[src/rtl/core/pd_pkg.sv]
`timescale 1ns / 1ps
// Shared types, constants and hex helpers for the percent decoder.
// No dependencies; used by every module of the block.
package pd_pkg;

  localparam int unsigned QueueDepth = 2;
  localparam logic [15:0] CapReset  = 16'd256;

  localparam logic [7:0] ChPercent = 8'h25;
  localparam logic [7:0] ChPlus    = 8'h2B;
  localparam logic [7:0] ChSpace   = 8'h20;
  localparam logic [7:0] ChEnd     = 8'h00;

  typedef enum logic [1:0] {
    PH_IDLE = 2'd0,
    PH_PCT  = 2'd1,
    PH_DIG  = 2'd2
  } phase_e;

  // One classified source byte: up to three results, the final one may be
  // the terminator.
  typedef struct packed {
    logic [1:0]      num;
    logic            term;
    logic [2:0][7:0] data;
  } entry_t;

  function automatic logic is_hex(input logic [7:0] c);
    return (c inside {[8'h30:8'h39], [8'h41:8'h46], [8'h61:8'h66]});
  endfunction

  function automatic logic [3:0] hex_nib(input logic [7:0] c);
    logic [7:0] v;
    v = 8'h00;
    if (c inside {[8'h30:8'h39]}) begin
      v = c - 8'h30;
    end else if (c inside {[8'h41:8'h46]}) begin
      v = c - 8'h37;
    end else if (c inside {[8'h61:8'h66]}) begin
      v = c - 8'h57;
    end
    return v[3:0];
  endfunction

endpackage

[src/rtl/core/pd_front.sv]
`timescale 1ns / 1ps
// Front end: accepts source bytes, tracks escapes, builds queue entries.
// Depends on pd_pkg.
module pd_front (
  input  logic            clk_i,
  input  logic            rst_ni,
  input  logic            in_valid_i,
  output logic            in_stall_o,
  input  logic [7:0]      in_byte_i,
  input  logic            q_full_i,
  output logic            q_push_o,
  output pd_pkg::entry_t  q_entry_o
);

  pd_pkg::phase_e phase_q, phase_d;
  logic [7:0]     held_q, held_d;
  logic           accept;
  logic           hv;
  logic           do_tail;
  logic           tail_emit;
  logic           tail_term;
  logic [7:0]     tail_byte;
  pd_pkg::phase_e tail_phase;
  pd_pkg::entry_t ent;

  assign in_stall_o = q_full_i;
  assign accept     = in_valid_i && !q_full_i;
  assign hv         = pd_pkg::is_hex(in_byte_i);

  // What the byte does on its own, once any pending escape is resolved.
  always_comb begin
    tail_emit  = 1'b1;
    tail_term  = 1'b0;
    tail_byte  = in_byte_i;
    tail_phase = pd_pkg::PH_IDLE;
    if (in_byte_i == pd_pkg::ChEnd) begin
      tail_term = 1'b1;
      tail_byte = pd_pkg::ChEnd;
    end else if (in_byte_i == pd_pkg::ChPercent) begin
      tail_emit  = 1'b0;
      tail_phase = pd_pkg::PH_PCT;
    end else if (in_byte_i == pd_pkg::ChPlus) begin
      tail_byte = pd_pkg::ChSpace;
    end
  end

  always_comb begin
    ent      = '0;
    do_tail  = 1'b0;
    phase_d  = phase_q;
    held_d   = held_q;
    case (phase_q)
      pd_pkg::PH_PCT: begin
        if (hv) begin
          held_d  = in_byte_i;
          phase_d = pd_pkg::PH_DIG;
        end else begin
          ent.data[0] = pd_pkg::ChPercent;
          ent.num     = 2'd1;
          do_tail     = 1'b1;
        end
      end
      pd_pkg::PH_DIG: begin
        held_d = 8'h00;
        if (hv) begin
          ent.data[0] = {pd_pkg::hex_nib(held_q), pd_pkg::hex_nib(in_byte_i)};
          ent.num     = 2'd1;
          phase_d     = pd_pkg::PH_IDLE;
        end else begin
          ent.data[0] = pd_pkg::ChPercent;
          ent.data[1] = held_q;
          ent.num     = 2'd2;
          do_tail     = 1'b1;
        end
      end
      default: begin
        do_tail = 1'b1;
      end
    endcase
    if (do_tail) begin
      phase_d = tail_phase;
      if (tail_term) begin
        held_d = 8'h00;
      end
      if (tail_emit) begin
        ent.data[ent.num] = tail_byte;
        ent.num           = ent.num + 2'd1;
        ent.term          = tail_term;
      end
    end
  end

  assign q_entry_o = ent;
  assign q_push_o  = accept && (ent.num != 2'd0);

  always_ff @(posedge clk_i or negedge rst_ni) begin
    if (!rst_ni) begin
      phase_q <= pd_pkg::PH_IDLE;
      held_q  <= 8'h00;
    end else if (accept) begin
      phase_q <= phase_d;
      held_q  <= held_d;
    end
  end

endmodule

[src/rtl/core/pd_queue.sv]
`timescale 1ns / 1ps
// Small register FIFO of classified entries between front and back.
// Depends on pd_pkg for the entry type.
module pd_queue #(
  parameter int unsigned Depth = pd_pkg::QueueDepth
) (
  input  logic           clk_i,
  input  logic           rst_ni,
  input  logic           push_i,
  input  pd_pkg::entry_t entry_i,
  output logic           full_o,
  input  logic           pop_i,
  output logic           valid_o,
  output pd_pkg::entry_t head_o
);

  localparam int unsigned PtrW = (Depth > 1) ? $clog2(Depth) : 1;
  localparam int unsigned CntW = $clog2(Depth + 1);
  localparam logic [PtrW-1:0] PtrLast = PtrW'(Depth - 1);
  localparam logic [CntW-1:0] CntFull = CntW'(Depth);

  pd_pkg::entry_t        mem_q [Depth];
  logic [PtrW-1:0]       wr_q, rd_q;
  logic [CntW-1:0]       cnt_q;

  assign full_o  = (cnt_q == CntFull);
  assign valid_o = (cnt_q != '0);
  assign head_o  = mem_q[rd_q];

  always_ff @(posedge clk_i) begin
    if (push_i) begin
      mem_q[wr_q] <= entry_i;
    end
  end

  always_ff @(posedge clk_i or negedge rst_ni) begin
    if (!rst_ni) begin
      wr_q  <= '0;
      rd_q  <= '0;
      cnt_q <= '0;
    end else begin
      if (push_i) begin
        wr_q <= (wr_q == PtrLast) ? '0 : wr_q + 1'b1;
      end
      if (pop_i) begin
        rd_q <= (rd_q == PtrLast) ? '0 : rd_q + 1'b1;
      end
      if (push_i && !pop_i) begin
        cnt_q <= cnt_q + 1'b1;
      end else if (pop_i && !push_i) begin
        cnt_q <= cnt_q - 1'b1;
      end
    end
  end

endmodule

[src/rtl/core/pd_back.sv]
`timescale 1ns / 1ps
// Back end (needs pd_pkg): walks queue entries one result per cycle while
// not stalled, applies the capacity limit and drives the output register.
module pd_back (
  input  logic           clk_i,
  input  logic           rst_ni,
  input  logic [15:0]    cap_i,
  input  logic           q_valid_i,
  input  pd_pkg::entry_t q_head_i,
  output logic           q_pop_o,
  output logic           out_valid_o,
  input  logic           out_stall_i,
  output logic [7:0]     out_byte_o,
  output logic           out_last_o
);

  logic [1:0]  idx_q;
  logic [15:0] cnt_q;
  logic [15:0] limit;
  logic        out_valid_q;
  logic [7:0]  out_byte_q;
  logic        out_last_q;
  logic        is_final;
  logic        is_term;
  logic        drop;
  logic        can_load;
  logic        fire;
  logic        load;

  assign limit    = (cap_i == 16'd0) ? 16'd0 : cap_i - 16'd1;
  assign is_final = (idx_q == q_head_i.num - 2'd1);
  assign is_term  = q_head_i.term && is_final;
  // Data beats past capacity are consumed without an output beat.
  assign drop     = !is_term && !(cnt_q < limit);
  assign can_load = !out_valid_q || !out_stall_i;
  assign fire     = q_valid_i && (drop || can_load);
  assign load     = fire && !drop;
  assign q_pop_o  = fire && is_final;

  always_ff @(posedge clk_i) begin
    if (load) begin
      out_byte_q <= is_term ? pd_pkg::ChEnd : q_head_i.data[idx_q];
      out_last_q <= is_term;
    end
  end

  always_ff @(posedge clk_i or negedge rst_ni) begin
    if (!rst_ni) begin
      idx_q       <= 2'd0;
      cnt_q       <= 16'd0;
      out_valid_q <= 1'b0;
    end else begin
      if (fire) begin
        idx_q <= is_final ? 2'd0 : idx_q + 2'd1;
      end
      if (load) begin
        cnt_q <= is_term ? 16'd0 : cnt_q + 16'd1;
      end
      if (load) begin
        out_valid_q <= 1'b1;
      end else if (!out_stall_i) begin
        out_valid_q <= 1'b0;
      end
    end
  end

  assign out_valid_o = out_valid_q;
  assign out_byte_o  = out_byte_q;
  assign out_last_o  = out_last_q;

endmodule

[src/rtl/core/percent_decoder.sv]
`timescale 1ns / 1ps
// Streaming URL / form-urlencoded percent decoder, top level.
// Depends on pd_pkg, pd_front, pd_queue and pd_back.
//
// Input channel (in_valid_i / in_stall_o / in_byte_i): one source byte per
// beat; byte 0 ends the string. "%hh" decodes to a byte, '+' to a space,
// anything else is copied. A broken escape falls back to literal bytes.
// Output channel (out_valid_o / out_stall_i / out_byte_o / out_last_o): one
// decoded byte per beat; the terminator beat carries byte 0 and last = 1.
// Config channel (cfg_valid_i / cfg_ready_o / cfg_data_i): writes the
// destination capacity (terminator included); data bytes past capacity-1
// are dropped. Always ready; write only while the block is idle.
// A result is registered in a queue entry, then in the output register.
// Throughput: one input beat per cycle while the receiver does not stall
// and each byte yields at most one result; the back end moves one result
// per cycle, so bytes that yield two or three (broken escape) fill the
// queue and then stall the input.
// Reset clears the escape state, the output count and the queue, and sets
// capacity to 256. When the receiver stalls, the output register holds and
// the queue fills; the input stalls once the queue is full.
module percent_decoder #(
  parameter int unsigned QueueDepth = pd_pkg::QueueDepth
) (
  input  logic        clk_i,
  input  logic        rst_ni,
  input  logic        in_valid_i,
  output logic        in_stall_o,
  input  logic [7:0]  in_byte_i,
  output logic        out_valid_o,
  input  logic        out_stall_i,
  output logic [7:0]  out_byte_o,
  output logic        out_last_o,
  input  logic        cfg_valid_i,
  output logic        cfg_ready_o,
  input  logic [15:0] cfg_data_i
);

  logic [15:0]    cap_q;
  logic           q_full;
  logic           q_push;
  logic           q_pop;
  logic           q_valid;
  pd_pkg::entry_t q_entry;
  pd_pkg::entry_t q_head;

  assign cfg_ready_o = 1'b1;

  always_ff @(posedge clk_i or negedge rst_ni) begin
    if (!rst_ni) begin
      cap_q <= pd_pkg::CapReset;
    end else if (cfg_valid_i) begin
      cap_q <= cfg_data_i;
    end
  end

  pd_front u_front (
    .clk_i      (clk_i),
    .rst_ni     (rst_ni),
    .in_valid_i (in_valid_i),
    .in_stall_o (in_stall_o),
    .in_byte_i  (in_byte_i),
    .q_full_i   (q_full),
    .q_push_o   (q_push),
    .q_entry_o  (q_entry)
  );

  pd_queue #(
    .Depth (QueueDepth)
  ) u_queue (
    .clk_i   (clk_i),
    .rst_ni  (rst_ni),
    .push_i  (q_push),
    .entry_i (q_entry),
    .full_o  (q_full),
    .pop_i   (q_pop),
    .valid_o (q_valid),
    .head_o  (q_head)
  );

  pd_back u_back (
    .clk_i       (clk_i),
    .rst_ni      (rst_ni),
    .cap_i       (cap_q),
    .q_valid_i   (q_valid),
    .q_head_i    (q_head),
    .q_pop_o     (q_pop),
    .out_valid_o (out_valid_o),
    .out_stall_i (out_stall_i),
    .out_byte_o  (out_byte_o),
    .out_last_o  (out_last_o)
  );

endmodule
[config.mk]
export PLATFORM = sky130hd
export DESIGN_NAME = percent_decoder
export DESIGN_NICKNAME = d
export VERILOG_FILES = /design/src/rtl/core/pd_pkg.sv /design/src/rtl/core/pd_front.sv /design/src/rtl/core/pd_queue.sv /design/src/rtl/core/pd_back.sv /design/src/rtl/core/percent_decoder.sv
export SDC_FILE = /design/constraint.sdc
export NUM_CORES = 1
export LEC_CHECK = 0
export ABC_AREA = 1
export BUFFER_PORTS_ARGS = -buffer_cell sky130_fd_sc_hd__buf_2
export CAP_MARGIN = 20
export CORE_UTILIZATION = 45
export DETAILED_ROUTE_END_ITERATION = 10
export HOLD_SLACK_MARGIN = 0.12
export PLACE_DENSITY_LB_ADDON = 0.08
export SYNTH_ARGS = -nofsm -noshare
export SYNTH_HDL_FRONTEND = slang
export SYNTH_HIERARCHICAL = 1
export SYNTH_SLANG_ARGS = --single-unit
[constraint.sdc]
create_clock -name clk_i -period 7.25 [get_ports clk_i]
set_clock_uncertainty 0.2 [all_clocks]
set_input_delay 0 -clock clk_i [delete_from_list [all_inputs] [get_ports clk_i]]
set_output_delay 0 -clock clk_i [all_outputs]
set_load 0.05 [all_outputs]
Word level (Yosys, flattened, before mapping)
Memories as Yosys holds them, arrays and structs flattened.
Index checks and enable logic that the tools add are counted.
{"block": "totals", "regBits": 58, "latch_bits": 0, "ramBits": 54, "romBits": 0, "inputBits": 29, "out_inout_bits": 12, "wordCells": 137, "mem_count": 1}
{"block": "op_classes", "addsub": 15, "multipliers": 0, "div_mod_pow": 0, "n_lt_le_gt_ge": 16, "n_eq_ne": 9, "n_shift": 0, "mux": 50, "bitwise_logic": 0, "n_reduce_logical": 35}
{"name": "u_queue.mem_q", "depth": 2, "width": 27, "rd": 1, "rd_clocked_by_memory_dff": 0, "wr": 1, "line": "pd_queue.sv:22", "rtl": "pd_pkg::entry_t mem_q [Depth];"}
{"operator": "$mux W8", "count": 11}
{"operator": "$mux W27", "count": 2}
{"operator": "$ge A8 B7 Y1 const B", "count": 4}
{"operator": "$le A8 B7 Y1 const B", "count": 4}
{"operator": "$mux W16", "count": 2}
{"operator": "$pmux W8 S2", "count": 2}
{"operator": "$bwmux W24", "count": 1}
{"operator": "$mux W4", "count": 6}
{"operator": "$add A16 B1 Y16 const B", "count": 1}
{"operator": "$bmux W8 S2", "count": 1}
{"operator": "$demux W8 S2", "count": 1}
{"operator": "$eq A8 B6 Y1 const B", "count": 2}
{"operator": "$ge A8 B6 Y1 const B", "count": 2}
{"operator": "$le A8 B6 Y1 const B", "count": 2}
{"operator": "$logic_and A1 B1 Y1", "count": 16}
{"operator": "$logic_not A16 Y1", "count": 1}
{"operator": "$lt A16 B16 Y1", "count": 1}
{"operator": "$mux W2", "count": 8}
{"operator": "$sub A16 B1 Y16 const B", "count": 1}
{"operator": "$sub A4 B3 Y4 const B", "count": 4}
{"operator": "$mux W1", "count": 13}
{"operator": "$logic_not A1 Y1", "count": 8}
{"operator": "$logic_not A8 Y1", "count": 1}
{"operator": "$pmux W2 S2", "count": 2}
{"operator": "other kinds (17)", "count": 29}

Logic depth before layout (Yosys ltp)
Gate-level depths: netlist of the first run.
{"block": "logic_depth", "ltp_word": 18, "depth_mapped": 27}

By module
Netlist of the first run, hierarchy kept.
{"mod": "pd_back", "n_inst": 1, "cells_per_inst": 360, "area_each_um2": 2487.4, "seq_area_each_um2": 745.7}
{"mod": "pd_queue", "n_inst": 1, "cells_per_inst": 109, "area_each_um2": 2254.7, "seq_area_each_um2": 1721.7}
{"mod": "pd_front", "n_inst": 1, "cells_per_inst": 244, "area_each_um2": 1497.7, "seq_area_each_um2": 250.2}
{"mod": "percent_decoder", "n_inst": 1, "cells_per_inst": 70, "area_each_um2": 656.9, "seq_area_each_um2": 401.6}

Least setup slack after synthesis of the first run
Ideal clock, no wire load.
{"block": "synth_path", "path_kind": "reg-to-reg", "start": "register u_front.phase_q[0]", "end": "memory u_queue/mem_q[0][0] in the netlist's numbering, enable pin", "arrival_ps": 3010, "required_time_ps": 6639, "setup_slack_ps": 3628, "stages_incl_launch_ff": 13, "path_buffers": 0, "period_less_slack_ps": 3622, "cell_sequence": "dfrtp_1 inv_1 ha_1 clkinv_1 nand3_1 ha_1 or2_0 nand3_1 nand3_1 nand2_1 inv_1 inv_1 nor2_1"}
{"block": "synth_via", "elab_chain_cells": 9}
{"item": "from (decl)", "line": "pd_front.sv:15", "rtl": "pd_pkg::phase_e phase_q, phase_d;"}
{"item": "from (signal assigned)", "line": "pd_front.sv:98", "rtl": "phase_q <= pd_pkg::PH_IDLE;"}
{"item": "from (signal assigned)", "line": "pd_front.sv:101", "rtl": "phase_q <= phase_d;"}
{"item": "$eq A2 B2 Y1 or $eq A2 B1 Y1 (tied branches)", "line": "pd_front.sv:52", "rtl": "case (phase_q)"}
{"item": "$pmux W2 S2", "line": "pd_front.sv:52"}
{"item": "$add A2 B1 Y2", "line": "pd_front.sv:87", "rtl": "ent.num = ent.num + 2'd1;"}
{"item": "$mux W27", "line": "pd_front.sv:85", "rtl": "if (tail_emit) begin"}
{"item": "$mux W27 (*)", "line": "pd_front.sv:80", "rtl": "if (do_tail) begin"}
{"item": "$reduce_bool A2 Y1 (*)", "line": "pd_front.sv:94", "rtl": "assign q_push_o = accept && (ent.num != 2'd0);"}
{"item": "$logic_and A1 B1 Y1 (*)", "line": "pd_front.sv:94"}
{"item": "named net q_push", "line": "percent_decoder.sv:40", "rtl": "logic q_push;"}
{"item": "$mux W1 (*)", "line": "pd_queue.sv:31", "rtl": "if (push_i) begin"}
{"item": "$mux W1 (implied by the code) (*)", "line": "pd_queue.sv:32", "rtl": "mem_q[wr_q] <= entry_i;"}
{"item": "to (decl)", "line": "pd_queue.sv:22"}
The timed path passes the listed nets; every way through them passes the cells marked *.

Final worst setup path of the first run
{"block": "layout_path", "start": "register cap_q[2]", "end": "register u_queue.cnt_q[1]"}
{"block": "layout_via", "elab_chain_cells": 11}
{"item": "from (decl)", "line": "percent_decoder.sv:38", "rtl": "logic [15:0] cap_q;"}
{"item": "from (signal assigned)", "line": "percent_decoder.sv:50", "rtl": "cap_q <= pd_pkg::CapReset;"}
{"item": "from (signal assigned)", "line": "percent_decoder.sv:52", "rtl": "cap_q <= cfg_data_i;"}
{"item": "$sub A16 B1 Y16 or $logic_not A16 Y1 (tied branches)", "line": "pd_back.sv:30", "rtl": "assign limit = (cap_i == 16'd0) ? 16'd0 : cap_i - 16'd1;"}
{"item": "$mux W16 (*)", "line": "pd_back.sv:30"}
{"item": "$lt A16 B16 Y1 (*)", "line": "pd_back.sv:34", "rtl": "assign drop = !is_term && !(cnt_q < limit);"}
{"item": "$logic_not A1 Y1 (*)", "line": "pd_back.sv:34"}
{"item": "$logic_and A1 B1 Y1 (*)", "line": "pd_back.sv:34"}
{"item": "$logic_or A1 B1 Y1 (*)", "line": "pd_back.sv:36", "rtl": "assign fire = q_valid_i && (drop || can_load);"}
{"item": "$logic_and A1 B1 Y1 (*)", "line": "pd_back.sv:36"}
{"item": "$logic_and A1 B1 Y1 (*)", "line": "pd_back.sv:38", "rtl": "assign q_pop_o = fire && is_final;"}
{"item": "named net q_pop", "line": "percent_decoder.sv:41", "rtl": "logic q_pop;"}
{"item": "$logic_not A1 Y1", "line": "pd_queue.sv:48", "rtl": "if (push_i && !pop_i) begin"}
{"item": "$logic_and A1 B1 Y1", "line": "pd_queue.sv:48"}
{"item": "$mux W2 or $reduce_bool A2 Y1 (tied branches)"}
{"item": "to (signal assigned)", "line": "pd_queue.sv:49", "rtl": "cnt_q <= cnt_q + 1'b1;"}
{"item": "to (signal assigned)", "line": "pd_queue.sv:51", "rtl": "cnt_q <= cnt_q - 1'b1;"}
{"item": "to (decl)", "line": "pd_queue.sv:24", "rtl": "logic [CntW-1:0] cnt_q;"}
Marked as above.
A chain may end at the register's enable or synchronous reset.

==> metrics.md, run 1 <==
| Metric | Value |
|---|---|
| Max Slew Vio Count | `0` |
| Bufs and invs on worst path | `3` |
| RSZ-0062 raised after global routing | `no` |
| Setup_tns | `0 ps` |
| Post-Syn Area | `6900 µm²` |
| Crit path kind | `reg -> reg` |
| CP arrival | `4090 ps` |
| Pre-Repair DR Iteration Count | `5` |
| Worst Tran Pin Value | `730 ps` |
| Global route total overflow | `0` |
| PwrDens | `293 nW/µm²` |
| Initial drt markers | `406` |
| Hold wc startpoint | `out_stall_i` |
| EDFF count, synth | `63` |
| Worst min-delay path class | `in -> reg` |
| Tot Pwr | `0.00237 W` |
| Worst r2r dst | `u_queue/cnt_q[1]` |
| Routed len/inst | `14.9 µm` |
| Area of the multi-input gates | `3190 µm²` |
| Crit path launch | `cap_q[2]` |
| Setup Fix Bufs, Post-CTS | `0` |
| Final worst path period share | `55.7%` |
| DIE WIDTH | `126 µm` |
| VDD IR-drop max | `0.178 mV` |
| Worst r2r path cells | `23` |
| Largest net degree at the start of global routing | `50` |
| Insertion delay to the later sink of the worst-skew pair | `360 ps` |
| MaxCap Viol Count | `0` |
| Crit end category | `register` |
| Syn Nets | `842` |
| Initial core utilization | `46.7%` |
| R2R Setup Slk | `3210 ps` |
| Ys flop type | `edfxtp_1` |
| Number of fillers in the final layout | `1,348` |
| I/O Buffers | `39` |
| Synthesized instance count | `783` |
| Ports | `41` |
| Hold Path Stages | `3` |
| Number of core rows | `44` |
| Fin. Hold Viols | `0` |
| WL final | `15.9 mm` |
| Clk slew on worst S/H paths | `80 ps` |
| Number of global-route vias before repair | `5,382` |
| Root buf cell | `clkbuf_16` |
| Cell leakage power | `3.85 nW` |
| Hold EP | `u_back/out_valid_o` |
| Dpl hpwl | `10.9 mm` |
| Placeable Area | `14,800 µm²` |
| CP cell instances | `nor2_1 > nand2_1 > nor3_2 > nand3_1 > nor3_1 > nand2_1 > clkinv_1 > nand3_1 > a21o_1 > ha_1 > nand4_1 > o221a_2 > nand2_2 > nand2_4 > nand2_1 > nand2_1 > nor2_1 > inv_1 > ha_1 > inv_1 > nand3_1 > nand2_1 > nand2_1` |
| CTS H-tree depth | `3` |
| Final min period | `4040 ps` |
| Worst path max stage delay | `420 ps` |
| Drt drc | `0` |
| Critical path peak fanout | `18` |
| Post-layout nets | `936` |
| Max_slew headroom | `51.2%` |
| Die ar. | `15,800 µm²` |
| Via Count | `5,552` |
| Register area | `3120 µm²` |
| Synth warn | `6` |
| Peak Freq | `0.247 GHz` |
| Distinct cells, synth | `53` |
| Seq/Total Area, Yosys | `45.2%` |
| Layout Area Growth over Synthesis | `17.4%` |
| N_diodes | `0` |
| Slowest CP cell | `dfrtp_1` |
| GP Congestion | `0.891` |
| # setup viols final | `0` |
| CTS Sinks | `112` |
| Average cell area after synthesis | `8.81 µm²` |
| Status | `completed` |
| Max clock buf depth | `2` |
| Initial antenna violation count | `0` |
| Fraction of registers with async set/reset | `43.8%` |
| CP required | `7300 ps` |
| Startpoint Class | `register` |
| Worst path most repeated cell | `nand2_1` |
| Antenna viol nets, final | `0` |
| FF-to-FF Start | `cap_q[2]` |
| CTS tree | `built` |
| #FFs+latches synth | `112` |
| Num CTS Buffers | `9` |
| First-pass GRT wire length | `26.7 mm` |
| Total GRT Usage | `21.5%` |
| Die H | `126 µm` |
| Share of layout cells above drive strength 1 | `14.3%` |
| CP delay by family, top | `simple AND/OR/NAND/NOR gates` |
| Via-per-instance ratio | `5.21` |
-- cells in the mapped netlist, types with 8 or more instances --
master	n	area, µm²
nand2_1	212	796
inv_1	89	334
edfxtp_1	63	1890
nor2_1	57	214
dfrtp_1	48	1200
nand3_1	45	225
ha_1	30	375
nand4_1	27	169
o21ai_0	25	125
mux2_4	19	285
a21oi_1	16	80.1
xor2_1	15	131
nand2_2	11	68.8
o22ai_1	11	68.8
nor3_1	9	45.0
mux2_2	8	90.1
o31ai_1	8	60.1
xnor2_1	8	70.1
-- stage by stage --
stage	hold slack [ps]	utilization (%)	worst slack [ps]	cells	instance area (µm²)
after floorplan	-496	-	3630	783	6900
after global placement	-46.8	48.5	3390	987	7150
after detailed placement	-40.7	48.5	3260	987	7150
after CTS	130	54.7	3230	1065	8070
after global routing	200	54.9	2700	1066	8090
final	164	54.9	3210	1066	8090
-- where the power goes --
part | switching (W) | total (W) | internal, W
combinational | 0.000570 | 0.000914 | 0.000344
clock | 0.000251 | 0.000496 | 0.000245
sequential | 0.000114 | 0.000963 | 0.000849
total | 0.000935 | 0.00237 | 0.00144
-- worst max-delay path by stage --
stage                                     end  cells past startpoint
final                        u_queue/cnt_q[1]                     23
after global routing         u_queue/cnt_q[1]                     23
after CTS                    u_queue/cnt_q[1]                     23
after detailed placement     u_queue/cnt_q[1]                     23
after global placement       u_queue/cnt_q[1]                     23
after floorplan           u_queue/mem_q[0][0]                     12
-- metal layers --
layer,GRT usage [%],part of all wire (%)
met4,7.73,2.0
met1,30.8,50
met5,0,0
met2,33.2,44
met3,3.36,4.3
-- tightest hold or removal path, cell delays in order --
cell and delay [ps]:
buf_2 70, nand2_1 420, nand2_1 200
-- kinds of logic after synthesis --
group | synth area share [%]
xor+xnor | 2.92
simple gates | 25.1
other cells | 0.0544
fa+ha+maj | 5.44
buf+inv | 8.49
mux | 5.44
flops | 45.2
compound gates | 7.31
-- sequential cells by signal, summed over array words and instances (netlist names) --
register and count:
cap_q 16, u_back/cnt_q 16, u_back/idx_q 2, u_back/out_byte_o 8
u_back/out_last_o 1, u_back/out_valid_o 1, u_front/held_q 8, u_front/phase_q 2
u_queue/cnt_q 2, u_queue/mem_q 54, u_queue/rd_q 1, u_queue/wr_q 1
-- placed cells by master, fill, tap and decap left out, types with 19 or more instances in the layout --
cell           netlist  layout
buf_2                2      39
dfrtp_1             48      48
dlygate4sd3_1        0      62
edfxtp_1            63      63
ha_1                30      30
inv_1               89      89
mux2_4              19      19
nand2_1            212     212
nand3_1             45      45
nand4_1             27      27
nor2_1              57      56
o21ai_0             25      25
-- repair_timing --
action | CTS | global route
hold buffers | 62 | 0
setup endpoints to repair | 0 | 0
gates resized for setup | 0 | 0
hold endpoints to repair | 112 | 0
-- cell type report --
class	count	area share (%)
multi-input combinational	548	39.5
sequential	112	38.5
timing repair buffer	105	10.7
inverter	101	4.84
tap	184	2.84
clock buffer	9	2.78
clock inverter	7	0.835
(Power assumes the default switching activity.)
==> run 2, diff against run 1 <==
- clock period: 7.25 -> 3.76 ns (I/O delays scaled with it)
==> metrics.md, run 2 (synthesized netlist as in run 1, its figures left out) <==
| Metric | Value |
|---|---|
| Dpl hpwl | `11.1 mm (+1.0%)` |
| Startpoint Class | `register` |
| Number of fillers in the final layout | `1,324 (-1.8%)` |
| Clk slew on worst S/H paths | `80 ps (about the same)` |
| Num CTS Buffers | `9 (unchanged)` |
| Setup_tns | `0 ps (unchanged)` |
| Worst path max stage delay | `420 ps (about the same)` |
| I/O Buffers | `39 (unchanged)` |
| Crit path launch | `cap_q[1]` |
| Worst r2r path cells | `22 (-4.3%)` |
| Global route total overflow | `0 (unchanged)` |
| WL final | `16.2 mm (+2.1%)` |
| Die H | `126 µm (unchanged)` |
| Max clock buf depth | `2 (unchanged)` |
| VDD IR-drop max | `0.405 mV (+130%)` |
| CP arrival | `3630 ps (-460 ps)` |
| Final setup margin | `179 ps (-3030 ps)` |
| Ports | `41 (unchanged)` |
| Largest regs | `u_queue/mem_q (54), cap_q (16), u_back/cnt_q (16)` |
| CP Capture Point | `u_queue/cnt_q[1]` |
| CTS Sinks | `112 (unchanged)` |
| Register area | `3120 µm² (unchanged)` |
| Via-per-instance ratio | `5.22 (+0.27%)` |
| Initial antenna violation count | `0 (unchanged)` |
| Die ar. | `15,800 µm² (unchanged)` |
| PwrDens | `572 nW/µm² (+95%)` |
| Layout Area Growth over Synthesis | `20.1%` |
| Largest Register | `u_queue/mem_q` |
| CTS tree | `built` |
| Insertion delay to the later sink of the worst-skew pair | `360 ps (about the same)` |
| Max_slew headroom | `54.4% (+3.2 points)` |
| Final min period | `3580 ps (-461 ps)` |
| Number of core rows | `44 (unchanged)` |
| CP cell instances | `nor2_2 > nand2_2 > nor3_4 > nand3_2 > nor3_2 > buf_4 > or2_2 > nand3_1 > ha_1 > nand2_1 > o21a_1 > o221a_2 > nand2_2 > nand2_4 > nand2_4 > nand2_4 > nor2_4 > inv_1 > ha_4 > inv_2 > nand4_1 > nand2_1` |
| Worst Tran Pin Value | `683 ps (-46.0 ps)` |
| Initial core utilization | `46.7% (unchanged)` |
| N_diodes | `0 (unchanged)` |
| Most frequent cells in the layout | `209 x nand2_1, 87 x inv_1, 63 x edfxtp_1` |
| Status | `completed` |
| Bufs and invs on worst path | `3 (unchanged)` |
| Slowest CP cell | `dfrtp_1` |
| CP required | `3810 ps (-3490 ps)` |
| Placeable Area | `14,800 µm² (unchanged)` |
| Worst path most repeated cell | `nand2_4` |
| MaxCap Viol Count | `0 (unchanged)` |
| Share of layout cells above drive strength 1 | `17.1% (+2.8 points)` |
| Pre-Repair DR Iteration Count | `5 (unchanged)` |
| Largest net degree at the start of global routing | `50 (unchanged)` |
| CP Depth | `22 (-4.3%)` |
| Commonest non-fill, non-tap cell in the layout | `nand2_1` |
| Post-layout nets | `950 (+1.5%)` |
| Pre-CTS worst setup slack | `-61.0 ps (-3320 ps)` |
| R2R Setup Slk | `180 ps (-3030 ps)` |
| Max reg flops | `54 (unchanged)` |
| Initial drt markers | `298 (-27%)` |
| Area of the multi-input gates | `3270 µm² (+2.5%)` |
| Drt drc | `0 (unchanged)` |
| Routed len/inst | `15.0 µm (+0.77%)` |
| Total GRT Usage | `21.8% (+0.30 points)` |
| CP delay by family, top | `simple AND/OR/NAND/NOR gates` |
| Worst r2r dst | `u_queue/cnt_q[1]` |
| CTS H-tree depth | `3 (unchanged)` |
| Crit end category | `register` |
| GP Congestion | `0.900 (+1.1%)` |
| Crit path kind | `reg -> reg` |
| Max Slew Vio Count | `0 (unchanged)` |
| Final worst path period share | `95.2% (+39 points)` |
| # setup viols final | `0 (unchanged)` |
| Fin. Hold Viols | `0 (unchanged)` |
| FF-to-FF Start | `cap_q[1]` |
| Root buf cell | `clkbuf_16` |
| Antenna viol nets, final | `0 (unchanged)` |
| Number of global-route vias before repair | `5,460 (+1.4%)` |
| DIE WIDTH | `126 µm (unchanged)` |
| Via Count | `5,640 (+1.6%)` |
| First-pass GRT wire length | `27.3 mm (+2.2%)` |
| Peak Freq | `0.279 GHz (+13%)` |
| Worst min-delay path class | `in -> async` |
| Critical path peak fanout | `3 (-15)` |
| Cell leakage power | `3.93 nW (+2.1%)` |
-- run 2: cell type report --
cell class,count,area share [%]
Tap cell,184,2.78
Inverter,101,4.77
Clock buffer,9,2.72
Clock inverter,7,1.09
Multi-Input combinational cell,548,39.5
Timing Repair Buffer,119,11.5
Sequential cell,112,37.7
-- run 2: power breakdown --
part	internal [W]	switching [W]	total [W]
Sequential	0.00164	0.000200	0.00184
Clock	0.000539	0.000487	0.00103
Combinational	0.000711	0.00116	0.00187
-- run 2: what timing repair did --
item | CTS | global route
buffers inserted | 0 | 4
hold buffers | 62 | 0
endpoints found under the setup margin | 1 | 11
gates resized for setup | 2 | 16
endpoints found under the hold margin | 129 | 0
pin swaps | 0 | 9
-- run 2: through the flow --
step                power (W)  cell area, µm²  hold WS, ps  util [%]  cells
floorplan             0.00324            6900         -496         -    783
global placement      0.00357            7240        -45.8      49.0    998
detailed placement    0.00362            7240        -26.8      49.0    998
CTS                   0.00472            8180          140      55.5   1076
global route          0.00506            8280          204      56.1   1080
finish                0.00474            8280          103      56.1   1080
-- run 2: worst min-delay path by stage --
stage / from / end / slack (ps) / cells after the start
6_report: rst_ni / u_back/cnt_q[6] / 100 / 3
5_1_grt: rst_ni / u_back/cnt_q[6] / 200 / 3
4_1_cts: rst_ni / u_back/out_valid_o / 140 / 3
3_5_place_dp: rst_ni / u_back/out_valid_o / -30 / 2
3_3_place_gp: rst_ni / u_back/out_valid_o / -50 / 2
2_1_floorplan: rst_ni / cap_q[0] / -500 / 0
-- run 2: per-layer routing --
layer,vias to the layer above,routed length [µm],GRT usage (%)
met3,19,504,2.55
li1,2833,-,-
met5,-,0,0
met1,2676,8160,31.3
met4,0,265,7.44
met2,112,7280,34.4
-- run 2: worst register-to-register path, delay by kind of cell (launching register included) --
kind            cells  cell delay (ps)
buf+inv             3              260
compound gates      2              450
flops               1              420
simple gates       15             1580
fa+ha+maj           2              590
